**src/rtl/tgr_pkg.sv**
```systemverilog
// tgr_pkg: shared types, register codes and constants of the temperature filter
`timescale 1ns / 1ps
`default_nettype none

package tgr_pkg;

   // field and state widths
   localparam int TEMP_W   = 16;
   localparam int STEP_W   = 15;
   localparam int ALPHA_W  = 17;
   localparam int FRAC_SHIFT = 12;
   localparam int STATE_W  = TEMP_W + FRAC_SHIFT;
   localparam int DIFF_W   = STATE_W + 1;
   localparam int PROD_W   = DIFF_W + ALPHA_W + 1;
   localparam int CSR_IDX_W  = 2;
   localparam int CSR_DATA_W = 17;

   // weight of one in Q1.16
   localparam logic [ALPHA_W-1:0] ALPHA_ONE = 17'd65536;
   // half an lsb for the Q.32 to Q.16 rounding
   localparam logic signed [PROD_W-1:0] PROD_HALF = 47'sd32768;
   // half an lsb for the Q11.16 to Q11.4 rounding
   localparam logic signed [DIFF_W-1:0] OUT_HALF = 29'sd2048;

   // register indexes
   localparam logic [CSR_IDX_W-1:0] CSR_MIN_TEMP  = 2'd0;
   localparam logic [CSR_IDX_W-1:0] CSR_MAX_TEMP  = 2'd1;
   localparam logic [CSR_IDX_W-1:0] CSR_MAX_STEP  = 2'd2;
   localparam logic [CSR_IDX_W-1:0] CSR_ALPHA     = 2'd3;

   // register reset values
   localparam logic signed [TEMP_W-1:0] MIN_TEMP_RST = -16'sd640;
   localparam logic signed [TEMP_W-1:0] MAX_TEMP_RST = 16'sd2400;
   localparam logic [STEP_W-1:0]        MAX_STEP_RST = 15'd160;
   localparam logic [ALPHA_W-1:0]       ALPHA_RST    = 17'd6554;

   typedef struct packed {
      logic signed [TEMP_W-1:0] sample;
      logic                     conv_ok;
   } req_word_type;

   typedef struct packed {
      logic signed [TEMP_W-1:0] filtered_temp;
      logic                     error;
      logic                     seeded;
   } rsp_word_type;

   typedef struct packed {
      logic signed [TEMP_W-1:0] min_temp;
      logic signed [TEMP_W-1:0] max_temp;
      logic [STEP_W-1:0]        max_step;
      logic [ALPHA_W-1:0]       smoothing_alpha;
   } cfg_type;

endpackage

`default_nettype wire

```
**src/rtl/tgr_stream_if.sv**
```systemverilog
// tgr_stream_if: valid/ready channel carrying one word
`timescale 1ns / 1ps
`default_nettype none

interface tgr_stream_if #(
   parameter type word_type = logic
);
   logic     valid;
   logic     ready;
   word_type word;

   modport source (output valid, output word, input ready);
   modport sink   (input valid, input word, output ready);
endinterface

`default_nettype wire

```
**src/rtl/temp_glitch_reject_ema_filter.sv**
```systemverilog
// temp_glitch_reject_ema_filter: top level of the temperature glitch-reject filter
//
// Usage:
//   req_chan carries one word per sample: a signed Q11.4 temperature and a
//   conversion-ok flag. rsp_chan returns exactly one word per sample: the
//   filtered temperature rounded to Q11.4, an error flag and the seeded flag.
//   Both channels transfer a word when valid and ready are high at a clock edge.
//   csr_we/csr_index/csr_wdata write the range bounds, step limit and weight;
//   write them only while no sample is in flight.
// Pipeline and throughput:
//   a sample is registered in the input register, then checked and folded into
//   the average combinationally; its result is registered in the result register
//   and offered on rsp_chan. One sample is taken every cycle while rsp_chan takes
//   results, set by the single multiply-accumulate between the input and result registers.
// Reset:
//   synchronous; clears the filter to zero and unseeded, loads the register
//   defaults (-40 C, 150 C, 10 C step, weight 0.1) and empties both stages.
// Stall:
//   while the result is not taken the result register holds; the input register
//   takes one more word, then req_chan.ready drops until rsp_chan moves.
`timescale 1ns / 1ps
`default_nettype none

module temp_glitch_reject_ema_filter (
   input  wire logic                           clock,
   input  wire logic                           reset,
   tgr_stream_if.sink                          req_chan,
   tgr_stream_if.source                        rsp_chan,
   input  wire logic                           csr_we,
   input  wire logic [tgr_pkg::CSR_IDX_W-1:0]  csr_index,
   input  wire logic [tgr_pkg::CSR_DATA_W-1:0] csr_wdata
);
   import tgr_pkg::*;

   cfg_type      cfg;
   logic         advance;
   logic         in_valid;
   req_word_type in_word;
   rsp_word_type out_word;

   // configuration registers
   tgr_csr u_csr (
      .clock     (clock),
      .reset     (reset),
      .csr_we    (csr_we),
      .csr_index (csr_index),
      .csr_wdata (csr_wdata),
      .cfg       (cfg)
   );

   // input register
   tgr_in_stage u_in_stage (
      .clock     (clock),
      .reset     (reset),
      .req_valid (req_chan.valid),
      .req_ready (req_chan.ready),
      .req_word  (req_chan.word),
      .advance   (advance),
      .in_valid  (in_valid),
      .in_word   (in_word)
   );

   // checks, average update and result register
   tgr_core u_core (
      .clock     (clock),
      .reset     (reset),
      .cfg       (cfg),
      .in_valid  (in_valid),
      .in_word   (in_word),
      .advance   (advance),
      .rsp_valid (rsp_chan.valid),
      .rsp_ready (rsp_chan.ready),
      .rsp_word  (out_word)
   );

   assign rsp_chan.word = out_word;

endmodule

`default_nettype wire

```
**src/rtl/tgr_csr.sv**
```systemverilog
// tgr_csr: configuration registers of the temperature filter
`timescale 1ns / 1ps
`default_nettype none

module tgr_csr (
   input  wire logic                              clock,
   input  wire logic                              reset,
   input  wire logic                              csr_we,
   input  wire logic [tgr_pkg::CSR_IDX_W-1:0]     csr_index,
   input  wire logic [tgr_pkg::CSR_DATA_W-1:0]    csr_wdata,
   output tgr_pkg::cfg_type                       cfg
);
   import tgr_pkg::*;

   cfg_type cfg_ff;
   cfg_type cfg_in;

   // register write decode
   always_comb begin
      cfg_in = cfg_ff;
      if (csr_we) begin
         unique case (csr_index)
            CSR_MIN_TEMP: cfg_in.min_temp        = signed'(csr_wdata[TEMP_W-1:0]);
            CSR_MAX_TEMP: cfg_in.max_temp        = signed'(csr_wdata[TEMP_W-1:0]);
            CSR_MAX_STEP: cfg_in.max_step        = csr_wdata[STEP_W-1:0];
            CSR_ALPHA:    cfg_in.smoothing_alpha = csr_wdata[ALPHA_W-1:0];
            default:      cfg_in = cfg_ff;
         endcase
      end
   end

   always_ff @(posedge clock) begin
      if (reset) begin
         cfg_ff.min_temp        <= MIN_TEMP_RST;
         cfg_ff.max_temp        <= MAX_TEMP_RST;
         cfg_ff.max_step        <= MAX_STEP_RST;
         cfg_ff.smoothing_alpha <= ALPHA_RST;
      end else begin
         cfg_ff <= cfg_in;
      end
   end

   assign cfg = cfg_ff;

   // a write to the step limit leaves the range bounds alone
   a_step_write_local: assert property (@(posedge clock) disable iff (reset)
      csr_we && csr_index == CSR_MAX_STEP |=> $stable(cfg_ff.min_temp) && $stable(cfg_ff.max_temp))
      else $error("step limit write disturbed range bounds");

   // without a write every register holds
   a_hold_no_write: assert property (@(posedge clock) disable iff (reset)
      !csr_we |=> $stable(cfg_ff))
      else $error("configuration changed without a write");

   // a write to the weight lands in the weight register
   a_alpha_write: assert property (@(posedge clock) disable iff (reset)
      csr_we && csr_index == CSR_ALPHA |=> cfg_ff.smoothing_alpha == $past(csr_wdata))
      else $error("weight write lost");

endmodule

`default_nettype wire

```
**src/rtl/tgr_in_stage.sv**
```systemverilog
// tgr_in_stage: input register in front of the filter datapath
`timescale 1ns / 1ps
`default_nettype none

module tgr_in_stage (
   input  wire logic           clock,
   input  wire logic           reset,
   input  wire logic           req_valid,
   output logic                req_ready,
   input  wire tgr_pkg::req_word_type req_word,
   input  wire logic           advance,
   output logic                in_valid,
   output tgr_pkg::req_word_type in_word
);
   import tgr_pkg::*;

   logic         valid_ff;
   logic         valid_in;
   req_word_type word_ff;

   // the register is free when empty or when its word moves on this cycle
   assign req_ready = !valid_ff || advance;
   assign valid_in  = req_ready ? req_valid : valid_ff;

   always_ff @(posedge clock) begin
      if (reset) begin
         valid_ff <= 1'b0;
      end else begin
         valid_ff <= valid_in;
      end
   end

   // payload capture
   always_ff @(posedge clock) begin
      if (req_valid && req_ready) begin
         word_ff <= req_word;
      end
   end

   assign in_valid = valid_ff;
   assign in_word  = word_ff;

   // a held word is not dropped
   a_hold_word: assert property (@(posedge clock) disable iff (reset)
      valid_ff && !advance |=> valid_ff && $stable(word_ff))
      else $error("pending input word lost");

   // the datapath only takes a word that is there
   a_advance_valid: assert property (@(posedge clock) disable iff (reset)
      advance |-> valid_ff)
      else $error("datapath advanced on an empty input register");

   // an accepted word is present in the next cycle
   a_capture: assert property (@(posedge clock) disable iff (reset)
      req_valid && req_ready |=> valid_ff)
      else $error("accepted word not captured");

endmodule

`default_nettype wire

```
**src/rtl/tgr_core.sv**
```systemverilog
// tgr_core: range and slew checks, moving average update and result register
`timescale 1ns / 1ps
`default_nettype none

module tgr_core (
   input  wire logic             clock,
   input  wire logic             reset,
   input  wire tgr_pkg::cfg_type cfg,
   input  wire logic             in_valid,
   input  wire tgr_pkg::req_word_type in_word,
   output logic                  advance,
   output logic                  rsp_valid,
   input  wire logic             rsp_ready,
   output tgr_pkg::rsp_word_type rsp_word
);
   import tgr_pkg::*;

   logic signed [STATE_W-1:0] fv_ff;
   logic signed [STATE_W-1:0] fv_in;
   logic                      seeded_ff;
   logic                      seeded_in;
   logic                      out_valid_ff;
   logic                      out_valid_in;
   rsp_word_type              out_word_ff;
   rsp_word_type              out_word_in;

   logic signed [STATE_W-1:0] s16;
   logic signed [DIFF_W-1:0]  diff;
   logic signed [DIFF_W-1:0]  lim;
   logic                      range_bad;
   logic                      slew_bad;
   logic                      take;
   logic [ALPHA_W-1:0]        alpha_sat;
   logic signed [PROD_W-1:0]  prod;
   logic signed [PROD_W-1:0]  prod_rnd;
   logic signed [STATE_W-1:0] fv_upd;
   logic signed [DIFF_W-1:0]  out_rnd;

   // result register free when empty or being taken
   assign advance = in_valid && (!out_valid_ff || rsp_ready);

   // range and slew checks
   assign s16       = {in_word.sample, {FRAC_SHIFT{1'b0}}};
   assign diff      = DIFF_W'(s16) - DIFF_W'(fv_ff);
   assign lim       = signed'({2'b00, cfg.max_step, {FRAC_SHIFT{1'b0}}});
   assign range_bad = !in_word.conv_ok || (in_word.sample < cfg.min_temp)
                      || (in_word.sample > cfg.max_temp);
   assign slew_bad  = seeded_ff && ((diff > lim) || (diff < -lim));
   assign take      = !range_bad && !slew_bad;

   // moving average step, rounded to nearest with ties up
   assign alpha_sat = (cfg.smoothing_alpha > ALPHA_ONE) ? ALPHA_ONE : cfg.smoothing_alpha;
   assign prod      = PROD_W'(signed'({1'b0, alpha_sat})) * PROD_W'(diff);
   assign prod_rnd  = prod + PROD_HALF;
   assign fv_upd    = fv_ff + prod_rnd[STATE_W+15:16];

   // next state
   always_comb begin
      fv_in     = fv_ff;
      seeded_in = seeded_ff;
      if (advance && take) begin
         fv_in     = seeded_ff ? fv_upd : s16;
         seeded_in = 1'b1;
      end
   end

   // output rounding to Q11.4 with saturation
   assign out_rnd = DIFF_W'(fv_in) + OUT_HALF;

   always_comb begin
      out_word_in.error  = !take;
      out_word_in.seeded = seeded_in;
      if (out_rnd[DIFF_W-1] != out_rnd[DIFF_W-2]) begin
         out_word_in.filtered_temp = out_rnd[DIFF_W-1] ? {1'b1, {(TEMP_W-1){1'b0}}}
                                                       : {1'b0, {(TEMP_W-1){1'b1}}};
      end else begin
         out_word_in.filtered_temp = out_rnd[DIFF_W-2:FRAC_SHIFT];
      end
   end

   assign out_valid_in = advance ? 1'b1 : (out_valid_ff && !rsp_ready);

   always_ff @(posedge clock) begin
      if (reset) begin
         fv_ff        <= '0;
         seeded_ff    <= 1'b0;
         out_valid_ff <= 1'b0;
      end else begin
         fv_ff        <= fv_in;
         seeded_ff    <= seeded_in;
         out_valid_ff <= out_valid_in;
      end
   end

   // result payload
   always_ff @(posedge clock) begin
      if (advance) begin
         out_word_ff <= out_word_in;
      end
   end

   assign rsp_valid = out_valid_ff;
   assign rsp_word  = out_word_ff;

   // the filter stays seeded
   a_seed_sticky: assert property (@(posedge clock) disable iff (reset)
      seeded_ff |=> seeded_ff)
      else $error("filter lost its seed");

   // an unseeded filter holds zero
   a_unseeded_zero: assert property (@(posedge clock) disable iff (reset)
      !seeded_ff |-> fv_ff == '0)
      else $error("unseeded filter state not zero");

   // a rejected sample leaves the state alone
   a_reject_hold: assert property (@(posedge clock) disable iff (reset)
      advance && !take |=> $stable(fv_ff) && $stable(seeded_ff))
      else $error("rejected sample changed the filter");

   // a clean result always comes from a seeded filter
   a_ok_seeded: assert property (@(posedge clock) disable iff (reset)
      out_valid_ff && !out_word_ff.error |-> out_word_ff.seeded)
      else $error("accepted sample reported an unseeded filter");

endmodule

`default_nettype wire
```
**src/flat_wrapper.sv**
```systemverilog
// flat-port wrapper written by rule: the top's interface ports become plain ports
module temp_glitch_reject_ema_filter_flat import tgr_pkg::*;
  (clock, reset, csr_we, csr_index, csr_wdata, req_chan_valid, req_chan_word, req_chan_ready, rsp_chan_valid, rsp_chan_word, rsp_chan_ready);
  tgr_stream_if req_chan_i ();
  tgr_stream_if rsp_chan_i ();
  input  wire logic clock;
  input  wire logic reset;
  input  wire logic csr_we;
  input  wire logic [tgr_pkg::CSR_IDX_W-1:0] csr_index;
  input  wire logic [tgr_pkg::CSR_DATA_W-1:0] csr_wdata;
  input wire logic [$bits(req_chan_i.valid)-1:0] req_chan_valid;
  input wire logic [$bits(req_chan_i.word)-1:0] req_chan_word;
  output wire logic [$bits(req_chan_i.ready)-1:0] req_chan_ready;
  output wire logic [$bits(rsp_chan_i.valid)-1:0] rsp_chan_valid;
  output wire logic [$bits(rsp_chan_i.word)-1:0] rsp_chan_word;
  input wire logic [$bits(rsp_chan_i.ready)-1:0] rsp_chan_ready;
  assign req_chan_i.valid = req_chan_valid;
  assign req_chan_i.word = req_chan_word;
  assign req_chan_ready = req_chan_i.ready;
  assign rsp_chan_valid = rsp_chan_i.valid;
  assign rsp_chan_word = rsp_chan_i.word;
  assign rsp_chan_i.ready = rsp_chan_ready;
  temp_glitch_reject_ema_filter u_core (.clock(clock), .reset(reset), .req_chan(req_chan_i), .rsp_chan(rsp_chan_i), .csr_we(csr_we), .csr_index(csr_index), .csr_wdata(csr_wdata));
endmodule
```
**config.mk**
```make
export PLATFORM = sky130hd
export DESIGN_NAME = temp_glitch_reject_ema_filter_flat
export DESIGN_NICKNAME = d
export VERILOG_FILES = /design/src/rtl/tgr_pkg.sv /design/src/rtl/tgr_stream_if.sv /design/src/rtl/temp_glitch_reject_ema_filter.sv /design/src/rtl/tgr_csr.sv /design/src/rtl/tgr_in_stage.sv /design/src/rtl/tgr_core.sv /design/src/flat_wrapper.sv
export SDC_FILE = /design/constraint.sdc
export NUM_CORES = 2
export LEC_CHECK = 0
export BUFFER_PORTS_ARGS = -buffer_cell sky130_fd_sc_hd__buf_2
export CORE_ASPECT_RATIO = 1.25
export CORE_MARGIN = 2
export CORE_UTILIZATION = 39
export DETAILED_ROUTE_END_ITERATION = 16
export PLACE_DENSITY = 0.62
export SYNTH_ARGS = -nofsm -noshare
export SYNTH_HDL_FRONTEND = slang
export SYNTH_SLANG_ARGS = --single-unit
```
**constraint.sdc**
```tcl
create_clock -name clock -period 1.4 [get_ports clock]
set_input_delay 0.07 -clock clock [delete_from_list [all_inputs] [get_ports clock]]
set_output_delay 0.07 -clock clock [all_outputs]
set_load 0.02 [all_outputs]
```
==> impl_metrics.tcl <==
set metrics [dict create \
    stdcell_count 173 \
    first_pass_iters 4 \
    grt_pass1_vias 769 \
    syn_avg_cell_area_um2 8.11 \
    status "complete, no violations" \
    ctsHtreeMaxLevel 1 \
    whs_endpoint "u_core.u_core.rsp_valid$_SDFF_PP0_" \
    fin_crit_sh_pct 97.1 \
    vias 789 \
    clkSlewWorstSetupHoldPaths_ns 0.11 \
    tns_ns 0 \
    areaGrowthSynthToFinish_pct 41.4 \
    nFillCells 200 \
    endpoint_kind "flip-flop" \
    cp.arrival_ns 1.61 \
    synth_edf_count 2 \
    tightest_slew_ns 0.325 \
    floorplan.die_area_mm2 0.00264 \
    path_cells "nor4_1 > a41oi_1 > nor4bb_1 > or2_2 > nor2b_1" \
    clock_sinks 22 \
    routed_wl_mm 1.72 \
    routed_via_density 4.56 \
    cts.path.max_buffers 2 \
    drt_iter0_drc 10 \
    grt-busiest-layer "met2" \
    syn_inst 108 \
    finalHoldViolations 0 \
    grt_use_total_pct 14.4 \
    grt_pass1_wl_mm 2.86 \
    yosysTopAreaCellShare_pct 45.7 \
    r2r-end "u_core.u_core.seeded_ff$_SDFF_PP0_" \
    ir_worst_vdd_mv 0.650 \
    routedWlPerCell_um 9.97 \
    crit_path_max_incr_delay_ns 0.33 \
    use_met2_pct 26.6 \
    grtUsageMet1_pct 15.4 \
    worstHoldStart "rsp_chan_ready" \
    ys_seq_area_share_pct 52.6 \
    yosysWarnings 0 \
    min_path_type "in -> reg" \
    crit_slowest_cell "dfxtp_1" \
    clk_latency_ns 0.31 \
    rrSetupSlack_ns 0.04 \
    skew_ns 0.00961 \
    multi_input_area_um2 374 \
    r2r-start "u_core.u_csr.cfg[55]$_SDFFE_PP1P_" \
    grt_max_degree 21 \
    core_mm2 0.00216 \
    rr_worst_depth 5 \
    rows 19 \
    antenna_found_initial 0 \
    critical_path_class "reg -> reg" \
    holdPathStages 4 \
    antennaDiodeCount 0 \
    total_power_w 0.00124 \
    cts_buffers 3 \
    die_y_um 57.0 \
    grt_overflow 0 \
    max-cap-violations 0 \
    cp-start-kind "flip-flop" \
    finalSetupViolCount 0 \
    use_met3_pct 1.90 \
    dieWidth_um 46.4 \
    rsz0062_at_grt "yes" \
    nets 168 \
    netlist_area_um2 876 \
    drv_slew 0 \
    numPortBuffers 26 \
    ys.flop_type "dfxtp_1" \
    synth_cell_types 17 \
    synth_most_common_cell "nand2_1" \
    num_io_pins 28 \
    dp_hpwl_mm 1.14 \
    drive_above_1_share_pct 25.4 \
    synth_nets 133 \
    regArea_um2 460 \
    synth_common_cells "nand2_1 (35), dfxtp_1 (20), clkbuf_1 (15)" \
    finalWeightedCongestion 0.753 \
    ys_ff_latch 22 \
    postSynth.asyncResetShare_pct 0 \
    utilization_pct 57.3 \
    dp_cells 151 \
    cts_tree "done" \
    cts-root-buf "clkbuf_4" \
    fmax_mhz 736 \
    layout_min_cycle_time_ns 1.36 \
    relSlewSlack_pct 78.3 \
    start_util_pct 40.5 \
    synth_top_area_cell "dfxtp_1" \
    leakage_nw 0.528 \
    detail-route-antenna-nets 0 \
    drc 0 \
    crit_fanout 2 \
    power.density_mw_per_mm2 1000 \
    cp.required_ns 1.65 \
    yosys-top-cells-area "dfxtp_1 (46%), nand2_1 (15%), nand3b_1 (7.7%)" \
]
[how the worst max path moves through the flow]
stage	from	slack, ns	cells after the start	to
after floorplan	u_core.u_core.rsp_valid$_SDFF_PP0_	0.04	4	u_core.u_core.rsp_word[0]$_DFFE_PP_
after global placement	u_core.u_csr.cfg[55]$_SDFFE_PP1P_	0.06	5	u_core.u_core.seeded_ff$_SDFF_PP0_
after detailed placement	u_core.u_csr.cfg[48]$_SDFFE_PP0P_	0.03	5	u_core.u_core.seeded_ff$_SDFF_PP0_
after CTS	u_core.u_csr.cfg[48]$_SDFFE_PP0P_	0.005	5	u_core.u_core.seeded_ff$_SDFF_PP0_
after global routing	u_core.u_csr.cfg[56]$_SDFFE_PP1P_	-0.05	5	u_core.u_core.seeded_ff$_SDFF_PP0_
final	u_core.u_csr.cfg[55]$_SDFFE_PP1P_	0.04	5	u_core.u_core.seeded_ff$_SDFF_PP0_
[cell families (layout without fill, tap and decap cells)]
group | Yosys count | in the layout | share of synthesized area, %
and+or+nand+nor | 60 | 60 | 34.3
AOI/OAI and AO/OA | 11 | 11 | 6.71
buffers and inverters | 15 | 49 | 6.43
DFF | 22 | 22 | 52.6
[stage by stage]
stage | hold WS (ns) | worst slack [ns] | cell area, um^2
after floorplan | 0.169 | 0.0371 | 878
after global placement | 0.255 | 0.0621 | 998
after detailed placement | 0.249 | 0.0341 | 998
after CTS | 0.0467 | 0.00459 | 1230
after global routing | 0.0715 | -0.0466 | 1240
final | 0.0556 | 0.0408 | 1240
[sequential cells by signal, indices dropped and copies added, names as in the netlist]
| name | flops |
|---|---|
| u_core.u_in_stage.in_valid | 1 |
| u_core.u_core.rsp_word | 1 |
| u_core.u_in_stage.in_word | 1 |
| u_core.u_core.rsp_valid | 1 |
| u_core.u_csr.cfg | 17 |
| u_core.u_core.seeded_ff | 1 |
[cell type report]
class | instances | area share, %
clock buffer | 4 | 3.84
multi-input combinational | 71 | 30.2
sequential | 22 | 37.2
tap | 31 | 3.13
timing repair buffer | 45 | 25.7
[layout by cell type (no fill, tap or decap)]
cell type / count
nand2_1: 35
buf_2: 26
dfxtp_1: 20
dlygate4sd3_1: 18
a21oi_1: 10
nand3b_1: 9
nor2_1: 3
clkbuf_4: 3
nor2b_1: 2
nor4_2: 2
edfxtp_1: 2
nor2b_2: 1
nor4_1: 1
nor3_1: 1
a41oi_1: 1
nor4bb_1: 1
or2_2: 1
and2_1: 1
nor3b_1: 1
or3b_2: 1
and3b_1: 1
clkbuf_16: 1
buf_4: 1
[critical path, delay by kind of cell, from the launching register on]
| family | cells | cell delay, ns |
|---|---|---|
| compound gates | 1 | 0.17 |
| simple gates | 4 | 0.80 |
| flops | 1 | 0.33 |
[power breakdown]
part	switching (W)	internal, W	leakage, nW
registers	0.0000145	0.000664	0.183
clock network	0.000191	0.000218	0.0261
logic	0.0000615	0.0000911	0.319
total	0.000267	0.000973	0.528
[per-layer routing]
metal / vias to the layer above / part of all wire [%]
met3: 4 / 2.7
li1: 413 / -
met5: - / 0
met1: 357 / 48
met4: 0 / 1.5
met2: 15 / 48
[timing repair]
action | 4_1_cts | 5_1_grt
hold buffers | 18 | 0
hold endpoints to repair | 18 | 0
gates resized for setup | 0 | 2
buffers inserted | 0 | 0
endpoints found under the setup margin | 0 | 2
(Power assumes the default switching activity.)
